===== src/hdl/ibt_pkg.sv =====
// Shared constants, types and codes for the interval booking table.
package ibt_pkg;

  localparam int unsigned MAX_BOOKINGS = 64;
  localparam int unsigned TIME_BITS    = 32;
  localparam int unsigned IDX_W        = $clog2(MAX_BOOKINGS);
  localparam int unsigned CNT_W        = $clog2(MAX_BOOKINGS + 1);

  typedef enum logic [1:0] {
    ST_BOOKED  = 2'd0,
    ST_OVERLAP = 2'd1,
    ST_FULL    = 2'd2,
    ST_INVALID = 2'd3
  } ibt_status_e;

  // controller -> datapath
  typedef struct packed {
    logic load;    // capture request, restart scan
    logic scan;    // walk the stored table
    logic finish;  // post result, append on success
  } ibt_cmd_t;

  // datapath -> controller
  typedef struct packed {
    logic scan_done;
    logic out_free;
  } ibt_sts_t;

endpackage


===== src/hdl/ibt_if.sv =====
// Request and response channel interfaces.
interface ibt_req_if;
  import ibt_pkg::*;
  logic                 valid;
  logic                 ready;
  logic [TIME_BITS-1:0] slot_start;
  logic [TIME_BITS-1:0] slot_end;
  modport source (output valid, output slot_start, output slot_end, input ready);
  modport sink   (input valid, input slot_start, input slot_end, output ready);
endinterface

interface ibt_rsp_if;
  logic       valid;
  logic       ready;
  logic       accepted;
  logic [1:0] status;
  modport source (output valid, output accepted, output status, input ready);
  modport sink   (input valid, input accepted, input status, output ready);
endinterface


===== src/hdl/interval_booking_table_top.sv =====
// Top level of the interval booking table.
//
//  channel | dir | payload                 | accepted when
//  --------+-----+-------------------------+---------------------------
//  req_i   | in  | slot_start, slot_end    | req_i.valid && req_i.ready
//  rsp_o   | out | accepted, status        | rsp_o.valid && rsp_o.ready
//
// One request at a time. With entries in the table, a request goes from accept
// to result in order: each stored entry (count = bookings held, up to 64) is
// read in turn through the single read port of the booking memory, its read
// register drains, the scan end is seen, and the controller decides. An empty
// table or an invalid interval skips the scan.
// The result sits in an output register; the next request is accepted
// while it waits. A stalled output holds the controller in its decide state.
// Reset (rst_ni low, async) empties the table; stored entries need no clear.
module interval_booking_table_top (
  input  logic   clk_i,
  input  logic   rst_ni,
  ibt_req_if.sink   req_i,
  ibt_rsp_if.source rsp_o
);
  import ibt_pkg::*;

  ibt_cmd_t cmd;
  ibt_sts_t sts;

  ibt_ctrl u_ctrl (
    .clk_i       (clk_i),
    .rst_ni      (rst_ni),
    .req_valid_i (req_i.valid),
    .req_ready_o (req_i.ready),
    .sts_i       (sts),
    .cmd_o       (cmd)
  );

  ibt_datapath u_dp (
    .clk_i        (clk_i),
    .rst_ni       (rst_ni),
    .cmd_i        (cmd),
    .sts_o        (sts),
    .slot_start_i (req_i.slot_start),
    .slot_end_i   (req_i.slot_end),
    .rsp_valid_o  (rsp_o.valid),
    .rsp_ready_i  (rsp_o.ready),
    .accepted_o   (rsp_o.accepted),
    .status_o     (rsp_o.status)
  );

endmodule


===== src/hdl/ibt_ctrl.sv =====
// Sequencing state machine: accept, scan table, post result.
module ibt_ctrl (
  input  logic              clk_i,
  input  logic              rst_ni,
  input  logic              req_valid_i,
  output logic              req_ready_o,
  input  ibt_pkg::ibt_sts_t sts_i,
  output ibt_pkg::ibt_cmd_t cmd_o
);
  import ibt_pkg::*;

  typedef enum logic [2:0] {
    S_IDLE   = 3'b001,
    S_SCAN   = 3'b010,
    S_FINISH = 3'b100
  } ctrl_state_e;

  ctrl_state_e state_q, state_d;

  always_comb begin
    state_d     = state_q;
    req_ready_o = 1'b0;
    cmd_o       = '0;
    case (state_q)
      S_IDLE: begin
        req_ready_o = 1'b1;
        if (req_valid_i) begin
          cmd_o.load = 1'b1;
          state_d    = S_SCAN;
        end
      end
      S_SCAN: begin
        cmd_o.scan = 1'b1;
        if (sts_i.scan_done) state_d = S_FINISH;
      end
      S_FINISH: begin
        // wait here until the output register can take the result
        if (sts_i.out_free) begin
          cmd_o.finish = 1'b1;
          state_d      = S_IDLE;
        end
      end
      default: state_d = S_IDLE;
    endcase
  end

  always_ff @(posedge clk_i or negedge rst_ni) begin
    if (!rst_ni) state_q <= S_IDLE;
    else         state_q <= state_d;
  end

endmodule


===== src/hdl/ibt_datapath.sv =====
// Booking memory, scan compare, decision and output register.
module ibt_datapath (
  input  logic                          clk_i,
  input  logic                          rst_ni,
  input  ibt_pkg::ibt_cmd_t             cmd_i,
  output ibt_pkg::ibt_sts_t             sts_o,
  input  logic [ibt_pkg::TIME_BITS-1:0] slot_start_i,
  input  logic [ibt_pkg::TIME_BITS-1:0] slot_end_i,
  output logic                          rsp_valid_o,
  input  logic                          rsp_ready_i,
  output logic                          accepted_o,
  output logic [1:0]                    status_o
);
  import ibt_pkg::*;

  logic [TIME_BITS-1:0] starts_mem [MAX_BOOKINGS];
  logic [TIME_BITS-1:0] ends_mem   [MAX_BOOKINGS];

  logic [TIME_BITS-1:0] s_q, e_q;
  logic [TIME_BITS-1:0] rd_start_q, rd_end_q;
  logic                 invalid_q, hit_q, rd_vld_q;
  logic [CNT_W-1:0]     idx_q, count_q;
  logic                 rsp_valid_q, accepted_q;
  ibt_status_e          status_q, status_d;

  logic rd_en, full, booked;

  assign rd_en  = cmd_i.scan && !invalid_q && (idx_q != count_q);
  assign full   = (count_q == CNT_W'(MAX_BOOKINGS));

  always_comb begin
    if (invalid_q)  status_d = ST_INVALID;
    else if (hit_q) status_d = ST_OVERLAP;
    else if (full)  status_d = ST_FULL;
    else            status_d = ST_BOOKED;
  end
  assign booked = (status_d == ST_BOOKED);

  assign sts_o.scan_done = invalid_q || ((idx_q == count_q) && !rd_vld_q);
  assign sts_o.out_free  = !rsp_valid_q || rsp_ready_i;

  // request capture and scan bookkeeping
  always_ff @(posedge clk_i or negedge rst_ni) begin
    if (!rst_ni) begin
      invalid_q <= 1'b0;
      hit_q     <= 1'b0;
      rd_vld_q  <= 1'b0;
      idx_q     <= '0;
    end else if (cmd_i.load) begin
      invalid_q <= (slot_end_i <= slot_start_i);
      hit_q     <= 1'b0;
      rd_vld_q  <= 1'b0;
      idx_q     <= '0;
    end else begin
      rd_vld_q <= rd_en;
      if (rd_en) idx_q <= idx_q + 1'b1;
      // half-open overlap: s < b and a < e
      if (rd_vld_q && (s_q < rd_end_q) && (rd_start_q < e_q)) hit_q <= 1'b1;
    end
  end

  always_ff @(posedge clk_i) begin
    if (cmd_i.load) begin
      s_q <= slot_start_i;
      e_q <= slot_end_i;
    end
  end

  // memory: one read port with registered data, one write port
  always_ff @(posedge clk_i) begin
    if (rd_en) begin
      rd_start_q <= starts_mem[idx_q[IDX_W-1:0]];
      rd_end_q   <= ends_mem[idx_q[IDX_W-1:0]];
    end
    if (cmd_i.finish && booked) begin
      starts_mem[count_q[IDX_W-1:0]] <= s_q;
      ends_mem[count_q[IDX_W-1:0]]   <= e_q;
    end
  end

  always_ff @(posedge clk_i or negedge rst_ni) begin
    if (!rst_ni) begin
      count_q     <= '0;
      rsp_valid_q <= 1'b0;
    end else begin
      if (cmd_i.finish) begin
        rsp_valid_q <= 1'b1;
        if (booked) count_q <= count_q + 1'b1;
      end else if (rsp_ready_i) begin
        rsp_valid_q <= 1'b0;
      end
    end
  end

  always_ff @(posedge clk_i) begin
    if (cmd_i.finish) begin
      accepted_q <= booked;
      status_q   <= status_d;
    end
  end

  assign rsp_valid_o = rsp_valid_q;
  assign accepted_o  = accepted_q;
  assign status_o    = status_q;

endmodule


===== src/flat_wrapper.sv =====
// flat-port wrapper written by rule: the top's interface ports become plain ports
module interval_booking_table_top_flat import ibt_pkg::*;
  (clk_i, rst_ni, req_i_valid, req_i_slot_start, req_i_slot_end, req_i_ready, rsp_o_valid, rsp_o_accepted, rsp_o_status, rsp_o_ready);
  ibt_req_if req_i_i ();
  ibt_rsp_if rsp_o_i ();
  input  logic clk_i;
  input  logic rst_ni;
  input wire logic [$bits(req_i_i.valid)-1:0] req_i_valid;
  input wire logic [$bits(req_i_i.slot_start)-1:0] req_i_slot_start;
  input wire logic [$bits(req_i_i.slot_end)-1:0] req_i_slot_end;
  output wire logic [$bits(req_i_i.ready)-1:0] req_i_ready;
  output wire logic [$bits(rsp_o_i.valid)-1:0] rsp_o_valid;
  output wire logic [$bits(rsp_o_i.accepted)-1:0] rsp_o_accepted;
  output wire logic [$bits(rsp_o_i.status)-1:0] rsp_o_status;
  input wire logic [$bits(rsp_o_i.ready)-1:0] rsp_o_ready;
  assign req_i_i.valid = req_i_valid;
  assign req_i_i.slot_start = req_i_slot_start;
  assign req_i_i.slot_end = req_i_slot_end;
  assign req_i_ready = req_i_i.ready;
  assign rsp_o_valid = rsp_o_i.valid;
  assign rsp_o_accepted = rsp_o_i.accepted;
  assign rsp_o_status = rsp_o_i.status;
  assign rsp_o_i.ready = rsp_o_ready;
  interval_booking_table_top u_core (.clk_i(clk_i), .rst_ni(rst_ni), .req_i(req_i_i), .rsp_o(rsp_o_i));
endmodule

===== config.mk =====
export PLATFORM = sky130hd
export DESIGN_NAME = interval_booking_table_top_flat
export DESIGN_NICKNAME = d
export VERILOG_FILES = /design/src/hdl/ibt_pkg.sv /design/src/hdl/ibt_if.sv /design/src/hdl/interval_booking_table_top.sv /design/src/hdl/ibt_ctrl.sv /design/src/hdl/ibt_datapath.sv /design/src/flat_wrapper.sv
export SDC_FILE = /design/constraint.sdc
export NUM_CORES = 2
export LEC_CHECK = 0
export BUFFER_PORTS_ARGS = -buffer_cell sky130_fd_sc_hd__buf_2
export CAP_MARGIN = 5
export CORE_ASPECT_RATIO = 0.7
export CORE_MARGIN = 2
export CORE_UTILIZATION = 50
export DETAILED_ROUTE_END_ITERATION = 10
export PLACE_DENSITY = 0.73
export SLEW_MARGIN = 10
export SYNTH_ARGS = -nofsm -noshare
export SYNTH_HDL_FRONTEND = slang
export SYNTH_SLANG_ARGS = --single-unit

===== constraint.sdc =====
create_clock -name clk_i -period 6.42 [get_ports clk_i]
set_clock_uncertainty 0.05 [all_clocks]
set_input_delay 0.642 -clock clk_i [delete_from_list [all_inputs] [get_ports clk_i]]
set_output_delay 0.642 -clock clk_i [all_outputs]
set_load 0.05 [all_outputs]

==> metrics.md <==
| Metric | Value |
|---|---|
| Post-Route WL | 445000 um |
| Yosys warnings | 0 |
| # fillers | 22700 |
| Crit. End Element | register |
| Leading area contributor after synthesis | edfxtp_1 |
| Synth unique cells | 55 |
| Initial DRC Count | 14500 |
| Final setup vio count | 0 |
| WHS Path Cells | 1 |
| Pleak | 55.3 nW |
| Pin count of the biggest net entering global routing | 102 |
| Global route overflow | 0 |
| Buffers and inverters on the worst path | 1 |
| Post-synth top cells | edfxtp_1, mux4_2, nor2_1 |
| TNS Setup | 0 ns |
| Most used cell, CP | nand2_1 |
| Hold_buf cts | 65 |
| Die X | 687 um |
| CP delay by family, top | simple AND/OR/NAND/NOR gates |
| Final WS setup | 1.86 ns |
| Required time of the critical path | 6.91 ns |
| Fin nets | 7530 |
| Worst-Margin Slew | 1.27 ns |
| DRT Pass-1 Iters | 8 |
| Syn_nets | 7083 |
| Post-CTS setup buffers | 0 |
| Clk slew on worst S/H paths | 0.07 ns |
| CP max FO | 47 |
| Post_cts resized | 0 |
| Hold crit path type | primary input to register |
| Final period util | 71.0% |
| GPL Wtd Cong | 0.879 |
| # DRC | 0 |
| Critical path class | register to register |
| Total GRT Usage | 26.7% |
| CP Launch Type | register |
| Main area contributors after synthesis | edfxtp_1, mux4_2, ha_1, mux2i_1, a211oi_1 |
| Number of global-route vias before repair | 79000 |
| Post-Syn Instances | 6918 |
| Crit-path max cell delay | 0.88 ns |
| Initial antenna violation count | 16 |
| VDD IR-drop max | 308 uV |
| Starting Density | 50.2% |
| Achievable frequency | 219 MHz |
| # Max-Cap Violations | 0 |
| Status | complete, no violations |
| Fin cells | 12000 |
| ANT nets after route | 0 |
| Setup slack, reg-to-reg | 1.86 ns |
| Drt wl/cell | 37.0 um |
| Worst hold margin | 0.136 ns |
| Clk Latency, worst-skew pair | 0.93 ns |
| Pwr Total | 66.7 mW |
| Worst path cell trace | or3b_2, nor2_1, nand2_1, nor3_1, nand2_1, nor2_4, buf_12 |
| Crit-path slowest cell | nor2_4 |
| Rows | 175 |
| Critical Path Stages | 7 |
| CP arrival | 5.05 ns |
| Cell area after synthesis | 163000 sq um |
| Final worst path period need | 4.56 ns |
| Pwr Density | 365 nW/um^2 |
| Relative max-transition margin | 15.4% |
| Core region area | 325000 sq um |
| Longest Clk Path Bufs | 4 |
| Setup slack at placement | 1.96 ns |
| Die area | 331000 sq um |
| FF-to-FF path depth | 7 |
| Layout cell share with drive strength beyond 1 | 27.8% |
| Via Count | 81800 |
| R2r startpoint | u_core.u_ctrl.state_q[0] |
| Die height | 482 um |
| Ys async rst share | 0.494% |
| Top-area cell type share of the netlist area | 77.8% |
| Clk root buf | clkbuf_16 |
| Crit path from | u_core.u_ctrl.state_q[0] |
| Placed cells | 11300 |
| Final Hold Violating Endpoints | 0 |
| Vias/cell | 6.81 |
| Clk sinks | 4248 |
| # IOs | 73 |
| First-pass GRT wire length | 618000 um |
| Sequential area share after synthesis | 78.1% |
| Top_reg_cell synth | edfxtp_1 |
| P&R area growth vs syn | 12.0% |
| Port bufs | 72 |
| Synth Area per Inst | 23.6 sq um |
| HPWL after DPL | 244000 um |
| RSZ-0062 raised after global routing | false |
| Post-synth EDFFs | 4227 |
| Hold Startpoint | req_i_slot_end[29] |
| CTS tree | built |
| H-tree Lvls | 5 |
| CTS Buf Count | 364 |
| Most frequent cell after synthesis | edfxtp_1 |
| Max-slew violations | 0 |
| Synthesized flop and latch total | 4248 |
## metal layers
metal / wire length, um / share of wire (%) / track usage, %
met5: 42 / 0.0094 / 0
met4: 18600 / 4.2 / 9.78
met3: 65400 / 15 / 7.21
met2: 197000 / 44 / 38.9
met1: 164000 / 37 / 39.3
## cells by family (layout without fill, tap and decap cells)
| family | after synthesis | count (layout) | synth area share, % |
|---|---|---|---|
| and+or+nand+nor | 360 | 360 | 1.05 |
| muxes | 1298 | 1298 | 16.9 |
| other | 0 | 15 | 0 |
| adders and majority gates | 97 | 97 | 0.744 |
| xor gates and xnor gates | 18 | 18 | 0.0967 |
| DFF | 4248 | 4248 | 78.1 |
| AOI/OAI and AO/OA | 436 | 436 | 1.74 |
| buffers and inverters | 461 | 1193 | 1.34 |
## sequential cells by signal, indices dropped and copies added, names as in the netlist
name                     count
u_core.u_dp.rd_start_q      32
u_core.u_dp.hit_q            1
u_core.u_dp.rd_vld_q         1
u_core.u_dp.idx_q            7
u_core.u_dp.count_q          7
u_core.u_dp.e_q             32
u_core.u_dp.s_q             32
u_core.u_ctrl.state_q        3
u_core.u_dp.starts_mem    2048
u_core.u_dp.rd_end_q        32
u_core.u_dp.status_o         2
u_core.u_dp.invalid_q        1
u_core.u_dp.ends_mem      2048
u_core.u_dp.rsp_valid_o      1
u_core.u_dp.accepted_o       1
## worst reg2reg max path: cells and delay by family (launching register included)
| family | cells | cell delay [ns] |
|---|---|---|
| buf+inv | 1 | 0.41 |
| flops | 1 | 0.41 |
| simple gates | 6 | 3.11 |
## cell usage in the layout, fill, tap and decap left out, types with 10 or more instances in the layout
master,synthesis,final
nor2_4,0,66
edfxtp_1,4227,4227
dlygate4sd3_1,0,65
nor2b_1,82,81
buf_12,0,64
bufinv_16,0,28
clkbuf_16,0,367
nand3_1,14,14
clkinv_2,0,56
buf_2,117,72
nand2_1,72,70
nor2_1,137,70
o21ai_1,23,24
a211oi_1,107,107
clkbuf_1,134,82
diode_2,0,15
clkinv_1,0,83
mux2_2,16,16
a21oi_1,116,116
nand4_1,19,19
o21ai_0,30,29
inv_6,0,10
a22oi_1,31,31
xor2_1,13,13
a221oi_1,24,24
ha_1,97,97
clkinvlp_4,0,12
inv_1,103,101
o22ai_1,63,63
mux2i_1,121,121
dfrtp_1,20,15
mux4_2,1161,1161
buf_4,35,236
## cell type report
class                   instances  area [sq um]  share of cell area (%)
diodes                         15          37.5                  0.0205
multi-input cells            2209         34000                    18.6
well taps                    4336          5430                    2.97
clock buffers                 450          9510                    5.20
clock inverters               201          1830                    1.00
repair buffers                438          4090                    2.24
flip-flops and latches       4248        127000                    69.8
inverters                     104           400                   0.219
## metrics by stage
stage | area [sq um] | util [%]
after floorplan | 163000 | -
after global placement | 171000 | 52.6
final | 183000 | 56.3
after global routing | 183000 | 56.3
after CTS | 183000 | 56.3
after detailed placement | 171000 | 52.6
## worst paths after layout
check / endpoint
worst max-delay path: u_core.u_dp.ends_mem[57][21]
worst min-delay path: u_core.u_dp.e_q[29]
worst max register to register: u_core.u_dp.ends_mem[57][21]
worst min register to register: u_core.u_ctrl.state_q[1]
max in group asynchronous: u_core.u_dp.idx_q[4]
min in group asynchronous: u_core.u_dp.rsp_valid_o
## where the power goes
group          total (mW)  internal (mW)  switching, mW
clock                21.6           11.7           9.90
sequential           32.6           32.2          0.363
combinational        12.5           5.47           7.03
(Power assumes the default switching activity.)
